--- src/hdl/line_editor_with_echo_defines.svh ---
// ----------------------------------------------------------------------------
// Line editor assertion macros
// Assertion helpers shared by the RTL files of the line editor.
// ----------------------------------------------------------------------------
`ifndef LINE_EDITOR_WITH_ECHO_DEFINES_SVH
`define LINE_EDITOR_WITH_ECHO_DEFINES_SVH

// Same-cycle implication, checked out of reset.
`define LEWE_ASSERT_NOW(label, ante, cons) \
    label: assert property (@(posedge i_clk) disable iff (!i_rst_n) (ante) |-> (cons)) \
        else $error("line editor check failed");

// Next-cycle implication, checked out of reset.
`define LEWE_ASSERT_NEXT(label, ante, cons) \
    label: assert property (@(posedge i_clk) disable iff (!i_rst_n) (ante) |=> (cons)) \
        else $error("line editor check failed");

`endif

--- src/hdl/lewe_pkg.sv ---
// ----------------------------------------------------------------------------
// Line editor package
// Character codes, result targets and the cell control bundle.
// ----------------------------------------------------------------------------
package lewe_pkg;

    localparam int LINE_DEPTH_DEF = 32;
    localparam int BYTE_W         = 8;
    localparam int TGT_W          = 2;
    localparam int LEN_W          = 6;

    localparam logic [BYTE_W-1:0] CH_BEL = 8'd7;
    localparam logic [BYTE_W-1:0] CH_BS  = 8'd8;
    localparam logic [BYTE_W-1:0] CH_LF  = 8'd10;
    localparam logic [BYTE_W-1:0] CH_CR  = 8'd13;
    localparam logic [BYTE_W-1:0] CH_SP  = 8'd32;
    localparam logic [BYTE_W-1:0] CH_NUL = 8'd0;

    localparam logic [TGT_W-1:0] TGT_TX    = 2'd0;
    localparam logic [TGT_W-1:0] TGT_CHAR  = 2'd1;
    localparam logic [TGT_W-1:0] TGT_EMPTY = 2'd2;

    typedef struct packed {
        logic              shift;
        logic              wr;
        logic [BYTE_W-1:0] wr_data;
    } t_cell_ctl;

endpackage

--- src/hdl/lewe_cell.sv ---
// ----------------------------------------------------------------------------
// Line store cell
// Holds one character; loads it when the fill count points here, or takes
// the neighbor's character while the line drains toward cell zero.
// ----------------------------------------------------------------------------
module lewe_cell #(
    parameter int CNT_W = 6,
    parameter int IDX   = 0
) (
    input  logic                          i_clk,
    input  lewe_pkg::t_cell_ctl           i_ctl,
    input  logic [CNT_W-1:0]              i_fill,
    input  logic [lewe_pkg::BYTE_W-1:0]   i_next_data,
    output logic [lewe_pkg::BYTE_W-1:0]   o_data
);

    logic [lewe_pkg::BYTE_W-1:0] r_data;
    logic [lewe_pkg::BYTE_W-1:0] n_data;

    always_comb begin
        n_data = r_data;
        if (i_ctl.shift) begin
            n_data = i_next_data;
        end else if (i_ctl.wr && (i_fill == CNT_W'(IDX))) begin
            n_data = i_ctl.wr_data;
        end
    end

    always_ff @(posedge i_clk) begin
        r_data <= n_data;
    end

    assign o_data = r_data;

endmodule

--- src/hdl/line_editor_with_echo.sv ---
// ----------------------------------------------------------------------------
// Line editor with echo
// Edits a bounded line from received bytes, echoes to the terminal and
// hands out the finished line one character at a time.
// ----------------------------------------------------------------------------
// Usage:
//   rx channel (i_rx_valid / o_rx_ready / i_rx_byte) takes one received byte
//   per request. Results leave on the res channel (o_res_valid / i_res_ready)
//   as target, data byte, line length and a last flag on the final result of
//   each byte. i_cfg_we / i_cfg_wdata write echo_enable at any edge.
//   A byte is taken only while the sequencer is idle. Acceptance loads the
//   state register and the first result is then registered in the output
//   register; more follow one result per cycle while the receiver takes
//   them. A carriage return drains the cell chain one character per cycle
//   toward cell zero while the receiver takes them. A stalled receiver holds
//   the output register and freezes the sequencer. Reset empties the line,
//   turns echo on and drops any pending result; the store itself is not
//   cleared since only filled cells are ever read.
// ----------------------------------------------------------------------------
`include "line_editor_with_echo_defines.svh"

module line_editor_with_echo #(
    parameter int LINE_DEPTH = lewe_pkg::LINE_DEPTH_DEF
) (
    input  logic                          i_clk,
    input  logic                          i_rst_n,
    input  logic                          i_cfg_we,
    input  logic                          i_cfg_wdata,
    input  logic                          i_rx_valid,
    output logic                          o_rx_ready,
    input  logic [lewe_pkg::BYTE_W-1:0]   i_rx_byte,
    output logic                          o_res_valid,
    input  logic                          i_res_ready,
    output logic [lewe_pkg::TGT_W-1:0]    o_target,
    output logic [lewe_pkg::BYTE_W-1:0]   o_data_byte,
    output logic [lewe_pkg::LEN_W-1:0]    o_line_length,
    output logic                          o_last
);

    localparam int CNT_W = $clog2(LINE_DEPTH + 1);

    localparam logic [1:0] ST_IDLE  = 2'd0;
    localparam logic [1:0] ST_TX    = 2'd1;
    localparam logic [1:0] ST_FLUSH = 2'd2;

    logic [1:0]                    r_state,   n_state;
    logic [CNT_W-1:0]              r_fill,    n_fill;
    logic                          r_echo;
    logic [1:0]                    r_tx_cnt,  n_tx_cnt;
    logic                          r_flush,   n_flush;
    logic [CNT_W-1:0]              r_left,    n_left;
    logic [CNT_W-1:0]              r_len,     n_len;
    logic [lewe_pkg::BYTE_W-1:0]   r_tx [3];
    logic [lewe_pkg::BYTE_W-1:0]   n_tx [3];

    logic                          r_res_valid;
    logic [lewe_pkg::TGT_W-1:0]    r_tgt,  n_tgt;
    logic [lewe_pkg::BYTE_W-1:0]   r_data, n_data;
    logic [lewe_pkg::LEN_W-1:0]    r_olen, n_olen;
    logic                          r_last, n_last;

    logic                          rx_accept;
    logic                          slot_free;
    logic                          emit;
    logic                          is_cr, is_lf, is_bs, full;
    lewe_pkg::t_cell_ctl           cell_ctl;
    logic [lewe_pkg::BYTE_W-1:0]   w_cell [LINE_DEPTH+1];

    assign o_rx_ready = (r_state == ST_IDLE);
    assign rx_accept  = i_rx_valid && o_rx_ready;
    assign slot_free  = !r_res_valid || i_res_ready;
    assign emit       = slot_free && (r_state != ST_IDLE);

    assign is_cr = (i_rx_byte == lewe_pkg::CH_CR);
    assign is_lf = (i_rx_byte == lewe_pkg::CH_LF);
    assign is_bs = (i_rx_byte == lewe_pkg::CH_BS);
    assign full  = (r_fill == CNT_W'(LINE_DEPTH));

    // Row of storage cells; the one past the end feeds zero into the chain.
    assign w_cell[LINE_DEPTH] = lewe_pkg::CH_NUL;

    for (genvar g = 0; g < LINE_DEPTH; g++) begin : g_cell
        lewe_cell #(
            .CNT_W (CNT_W),
            .IDX   (g)
        ) u_cell (
            .i_clk       (i_clk),
            .i_ctl       (cell_ctl),
            .i_fill      (r_fill),
            .i_next_data (w_cell[g+1]),
            .o_data      (w_cell[g])
        );
    end

    always_comb begin
        n_state  = r_state;
        n_fill   = r_fill;
        n_tx_cnt = r_tx_cnt;
        n_flush  = r_flush;
        n_left   = r_left;
        n_len    = r_len;
        n_tx     = r_tx;
        n_tgt    = r_tgt;
        n_data   = r_data;
        n_olen   = r_olen;
        n_last   = r_last;
        cell_ctl = '{shift: 1'b0, wr: 1'b0, wr_data: i_rx_byte};

        if (rx_accept) begin
            priority if (is_cr) begin
                n_len   = r_fill;
                n_left  = r_fill;
                n_fill  = '0;
                n_flush = 1'b1;
                if (r_echo) begin
                    n_tx     = '{lewe_pkg::CH_CR, lewe_pkg::CH_LF, lewe_pkg::CH_NUL};
                    n_tx_cnt = 2'd2;
                    n_state  = ST_TX;
                end else begin
                    n_state = ST_FLUSH;
                end
            end else if (is_lf) begin
                n_flush = 1'b0;
                if (r_echo) begin
                    n_tx     = '{lewe_pkg::CH_CR, lewe_pkg::CH_LF, lewe_pkg::CH_NUL};
                    n_tx_cnt = 2'd2;
                    n_state  = ST_TX;
                end
            end else if (is_bs) begin
                n_flush = 1'b0;
                n_state = ST_TX;
                if (r_fill == '0) begin
                    n_tx     = '{lewe_pkg::CH_BEL, lewe_pkg::CH_NUL, lewe_pkg::CH_NUL};
                    n_tx_cnt = 2'd1;
                end else begin
                    n_tx     = '{lewe_pkg::CH_BS, lewe_pkg::CH_SP, lewe_pkg::CH_BS};
                    n_tx_cnt = 2'd3;
                    n_fill   = r_fill - 1'b1;
                end
            end else begin
                n_flush = 1'b0;
                if (full) begin
                    n_tx     = '{lewe_pkg::CH_BEL, lewe_pkg::CH_NUL, lewe_pkg::CH_NUL};
                    n_tx_cnt = 2'd1;
                    n_state  = ST_TX;
                end else begin
                    cell_ctl.wr = 1'b1;
                    n_fill      = r_fill + 1'b1;
                    if (r_echo) begin
                        n_tx     = '{i_rx_byte, lewe_pkg::CH_NUL, lewe_pkg::CH_NUL};
                        n_tx_cnt = 2'd1;
                        n_state  = ST_TX;
                    end
                end
            end
        end

        if (emit) begin
            unique case (r_state)
                ST_TX: begin
                    n_tgt    = lewe_pkg::TGT_TX;
                    n_data   = r_tx[0];
                    n_olen   = '0;
                    n_last   = (r_tx_cnt == 2'd1) && !r_flush;
                    n_tx[0]  = r_tx[1];
                    n_tx[1]  = r_tx[2];
                    n_tx_cnt = r_tx_cnt - 1'b1;
                    if (r_tx_cnt == 2'd1) begin
                        n_state = r_flush ? ST_FLUSH : ST_IDLE;
                    end
                end
                ST_FLUSH: begin
                    if (r_len == '0) begin
                        n_tgt   = lewe_pkg::TGT_EMPTY;
                        n_data  = lewe_pkg::CH_NUL;
                        n_olen  = '0;
                        n_last  = 1'b1;
                        n_state = ST_IDLE;
                    end else begin
                        // Take cell zero and advance the chain by one.
                        n_tgt          = lewe_pkg::TGT_CHAR;
                        n_data         = w_cell[0];
                        n_olen         = lewe_pkg::LEN_W'(r_len);
                        n_last         = (r_left == CNT_W'(1));
                        n_left         = r_left - 1'b1;
                        cell_ctl.shift = 1'b1;
                        if (r_left == CNT_W'(1)) begin
                            n_state = ST_IDLE;
                        end
                    end
                end
                default: begin
                    n_state = ST_IDLE;
                end
            endcase
        end
    end

    always_ff @(posedge i_clk) begin
        if (!i_rst_n) begin
            r_state     <= ST_IDLE;
            r_fill      <= '0;
            r_echo      <= 1'b1;
            r_tx_cnt    <= '0;
            r_flush     <= 1'b0;
            r_left      <= '0;
            r_len       <= '0;
            r_res_valid <= 1'b0;
        end else begin
            r_state  <= n_state;
            r_fill   <= n_fill;
            r_tx_cnt <= n_tx_cnt;
            r_flush  <= n_flush;
            r_left   <= n_left;
            r_len    <= n_len;
            if (i_cfg_we) begin
                r_echo <= i_cfg_wdata;
            end
            if (emit) begin
                r_res_valid <= 1'b1;
            end else if (i_res_ready) begin
                r_res_valid <= 1'b0;
            end
        end
    end

    always_ff @(posedge i_clk) begin
        r_tx   <= n_tx;
        r_tgt  <= n_tgt;
        r_data <= n_data;
        r_olen <= n_olen;
        r_last <= n_last;
    end

    assign o_res_valid   = r_res_valid;
    assign o_target      = r_tgt;
    assign o_data_byte   = r_data;
    assign o_line_length = r_olen;
    assign o_last        = r_last;

    `LEWE_ASSERT_NOW(a_fill_bound, 1'b1, r_fill <= CNT_W'(LINE_DEPTH))
    `LEWE_ASSERT_NEXT(a_cr_clears, rx_accept && is_cr, r_fill == '0)
    `LEWE_ASSERT_NEXT(a_bs_drops, rx_accept && is_bs && (r_fill != '0),
        r_fill == $past(r_fill) - 1'b1)
    `LEWE_ASSERT_NEXT(a_flush_last,
        emit && (r_state == ST_FLUSH) && (r_len != '0) && (r_left == CNT_W'(1)),
        o_res_valid && o_last && (o_target == lewe_pkg::TGT_CHAR))

endmodule
--- config.mk ---
export PLATFORM = sky130hd
export DESIGN_NAME = line_editor_with_echo
export DESIGN_NICKNAME = d
export VERILOG_FILES = /design/src/hdl/lewe_pkg.sv /design/src/hdl/lewe_cell.sv /design/src/hdl/line_editor_with_echo.sv
export VERILOG_INCLUDE_DIRS = /design/src /design/src/hdl
export SDC_FILE = /design/constraint.sdc
export NUM_CORES = 1
export LEC_CHECK = 0
export ABC_CLOCK_PERIOD_IN_PS = 5700
export BUFFER_PORTS_ARGS = -buffer_cell sky130_fd_sc_hd__buf_2
export CAP_MARGIN = 25
export CORE_MARGIN = 5
export CORE_UTILIZATION = 68
export CTS_CLUSTER_SIZE = 28
export DETAILED_ROUTE_END_ITERATION = 16
export PLACE_DENSITY_LB_ADDON = 0.08
export SETUP_SLACK_MARGIN = 0.4
export SYNTH_ARGS = -nofsm -noshare
export SYNTH_HDL_FRONTEND = slang
export SYNTH_HIERARCHICAL = 1
export SYNTH_SLANG_ARGS = --single-unit
--- constraint.sdc ---
create_clock -name i_clk -period 5.7 [get_ports i_clk]
set_input_delay 0.855 -clock i_clk [delete_from_list [all_inputs] [get_ports i_clk]]
set_output_delay 0.855 -clock i_clk [all_outputs]
set_load 0.005 [all_outputs]
==> flow_summary.json <==
{
  "ys_async_sr_fraction": 0,
  "first_pass_iters": 7,
  "hold_start": "r_tx[14]",
  "h-tree-depth": 2,
  "status": "finished, final reports clean",
  "placedInstanceArea_um2": 16290,
  "clock_sinks": 322,
  "slew_viol_final": 0,
  "die_area_um2": 26510,
  "wire_per_inst_um": 22.16,
  "nets": 1049,
  "cp-end-kind": "register",
  "holdBufCountCts": 0,
  "antenna_found_initial": 0,
  "cts_tree": "yes",
  "final_cell_area_um2": 17360,
  "post_cts_resized": 0,
  "cts_buffers": 34,
  "drt_first_iter_violations": 937,
  "area_growth_pct": 9.338,
  "r2r_slack_ps": 2520,
  "cts_setup_buffers": 0,
  "multi_input_area_um2": 6155,
  "grt_pass1_wl_um": 47450,
  "n_antenna_cell": 0,
  "worst-setup-path-type": "input pin to register",
  "synth_warnings": 6,
  "die_w_um": 162.8,
  "ys_ff_latch": 322,
  "vdd_drop_max_uv": 303.7,
  "synth_top_area_share": 0.5314,
  "final_cells": 1366,
  "timing.rr.end": "g_cell[15].u_cell/o_data[0]",
  "first_global_vias": 8366,
  "cts.root.buffer_cell": "clkbuf_16",
  "setup_viol": 0,
  "clk_latency_ps": 510,
  "drtAntennaViolNets": 0,
  "seq_area_um2": 9259,
  "synthCells": 970,
  "p_per_area_nw_per_um2": 296.7,
  "drive_above_1_share": 0.3734,
  "finalCritPeriodShare": 0.6026,
  "rsz0062_at_grt": "false",
  "final_cell_mix": "edfxtp_1 (281), mux2_4 (256), nand2_1 (58)",
  "fin_crit_ps": 3435,
  "finClkSkew_ps": 15.11,
  "drv_cap": 0,
  "placedCellCount": 1306,
  "start_util": 0.6826,
  "final_core_util": 0.7463,
  "synthFlopType": "edfxtp_1",
  "power.leakage_nw": 6.309,
  "num_vias": 8412,
  "synth.yosys.seq_area_share": 0.5831,
  "post_synth_instance_area_um2": 15880,
  "gp_congestion": 0.8850,
  "port_buffers": 32,
  "grt_usage": 0.2271,
  "rows": 56,
  "synth_area_per_cell_um2": 16.37,
  "clock_path_buffers": 3,
  "drc": 0,
  "core_um2": 23260,
  "hold_end": "r_tx[22]",
  "wl_um": 30280,
  "clkTransAtPathRegs_ps": 60,
  "min_path_cells": 1,
  "hp-class": "register to register",
  "r2r-start": "r_state[0]",
  "synth_top_area_cell": "edfxtp_1",
  "worst_setup_path_start_kind": "input pin",
  "worstPathRequired_ps": 6110,
  "reg2reg_depth": 7,
  "fin_tns_setup_ps": 0,
  "synth_edf_count": 281,
  "overflow": 0,
  "fmax_mhz": 291.1,
  "path_max_fanout": 37,
  "final_common_cell": "edfxtp_1",
  "worst_pin_slew_ps": 993.7,
  "io_pins": 33,
  "synth.distinct_cells": 70,
  "synth_area_leaders": "edfxtp_1 (53%), mux2_4 (24%), dfxtp_1 (5.2%)",
  "vias_per_cell": 6.158,
  "die_y_um": 162.8,
  "hpwlAfterDp_um": 17430,
  "max-slew-margin-rel": 0.3375,
  "hold_viol": 0,
  "arrival_ps": 3850,
  "grt_max_degree": 99,
  "fillers": 1443
}
-- stage by stage --
step	hold WS, ps	setup WS, ps	total power, W
floorplan	419.9	2118	0.002931
finish	452.7	2265	0.005151
CTS	453.4	2222	0.005179
detailed placement	439.0	1749	0.003051
global route	480.6	1986	0.005329
global placement	435.0	1823	0.003043
-- routing by layer --
metal	vias up	routed length [um]	global-route usage	part of all wire
met2	214	14490	0.3674	0.48
met3	42	1492	0.03974	0.049
li1	3886	-	-	-
met5	-	0	0	0
met4	0	561	0.05337	0.019
met1	4270	13730	0.3261	0.45
-- how the worst max path moves through the flow --
stage	depth (start not counted)	slack (ps)	to	startpoint
floorplan	9	2120	r_fill[5]	i_rx_byte[4]
global placement	10	1820	r_fill[5]	i_rx_byte[3]
detailed placement	8	1750	g_cell[23].u_cell/o_data[2]	i_rx_byte[4]
CTS	8	2220	g_cell[23].u_cell/o_data[3]	i_rx_byte[4]
global route	10	1990	r_fill[5]	i_rx_byte[3]
finish	10	2270	r_fill[5]	i_rx_byte[3]
-- Yosys cell counts (3+ instances only) --
library cell,n
a21o_1,5
a21o_2,9
a21oi_1,22
a22oi_1,4
a31oi_1,8
a41o_1,6
a41o_2,9
and2_1,19
and3_1,5
and4b_1,3
and4bb_2,6
buf_2,3
buf_6,32
clkbuf_1,10
clkinv_1,3
dfxtp_1,41
edfxtp_1,281
ha_1,10
inv_1,19
mux2_4,256
nand2_1,58
nand2b_1,4
nand4b_1,6
nor2_1,14
nor2b_1,6
nor3_1,6
nor3b_1,15
nor4_1,6
nor4b_1,4
nor4bb_1,7
o211ai_1,8
o21ai_0,14
o2bb2ai_1,8
o31a_1,4
o31ai_1,6
or3_1,4
xor2_1,3
-- report_power, final --
part | switching, W | internal (W) | leakage [nW]
logic | 0.000183 | 0.000187 | 2.93
registers | 0.0000252 | 0.00261 | 2.86
clock network | 0.000869 | 0.00127 | 0.514
-- layout make-up --
cell class	instances	area share
Sequential cell	322	0.5333
Clock buffer	44	0.05297
Inverter	22	0.005189
Multi-Input combinational cell	588	0.3545
Tap cell	319	0.02299
Clock inverter	15	0.008649
Timing Repair Buffer	56	0.02234
-- flip-flops by register name (all words and copies together) (netlist names) --
name,cells
g_cell.u_cell/o_data,256
r_tx,24
o_data_byte,8
o_line_length,6
r_fill,6
r_left,6
r_len,6
o_target,2
r_state,2
r_tx_cnt,2
o_last,1
o_res_valid,1
r_echo,1
r_flush,1
-- critical path, cell delays in order --
cell	delay, ps
buf_2	610
nand2b_1	230
nor4_4	170
buf_4	260
ha_1	310
and3_1	180
a2111oi_0	500
xor2_1	140
or4_1	410
a31oi_1	160
-- cell families after synthesis --
| kind of cell | Yosys count | synth area share |
|---|---|---|
| other | 1 | 0.0002362 |
| buffers and inverters | 67 | 0.03121 |
| flip-flops | 322 | 0.5831 |
| AND/OR/NAND/NOR | 175 | 0.06690 |
| adder cells (fa/ha/maj) | 11 | 0.009141 |
| XOR/XNOR | 4 | 0.002207 |
| AO/OA/AOI/OAI | 132 | 0.06383 |
| multiplexers | 258 | 0.2433 |
No activity file was read; power rests on OpenSTA's default activity.
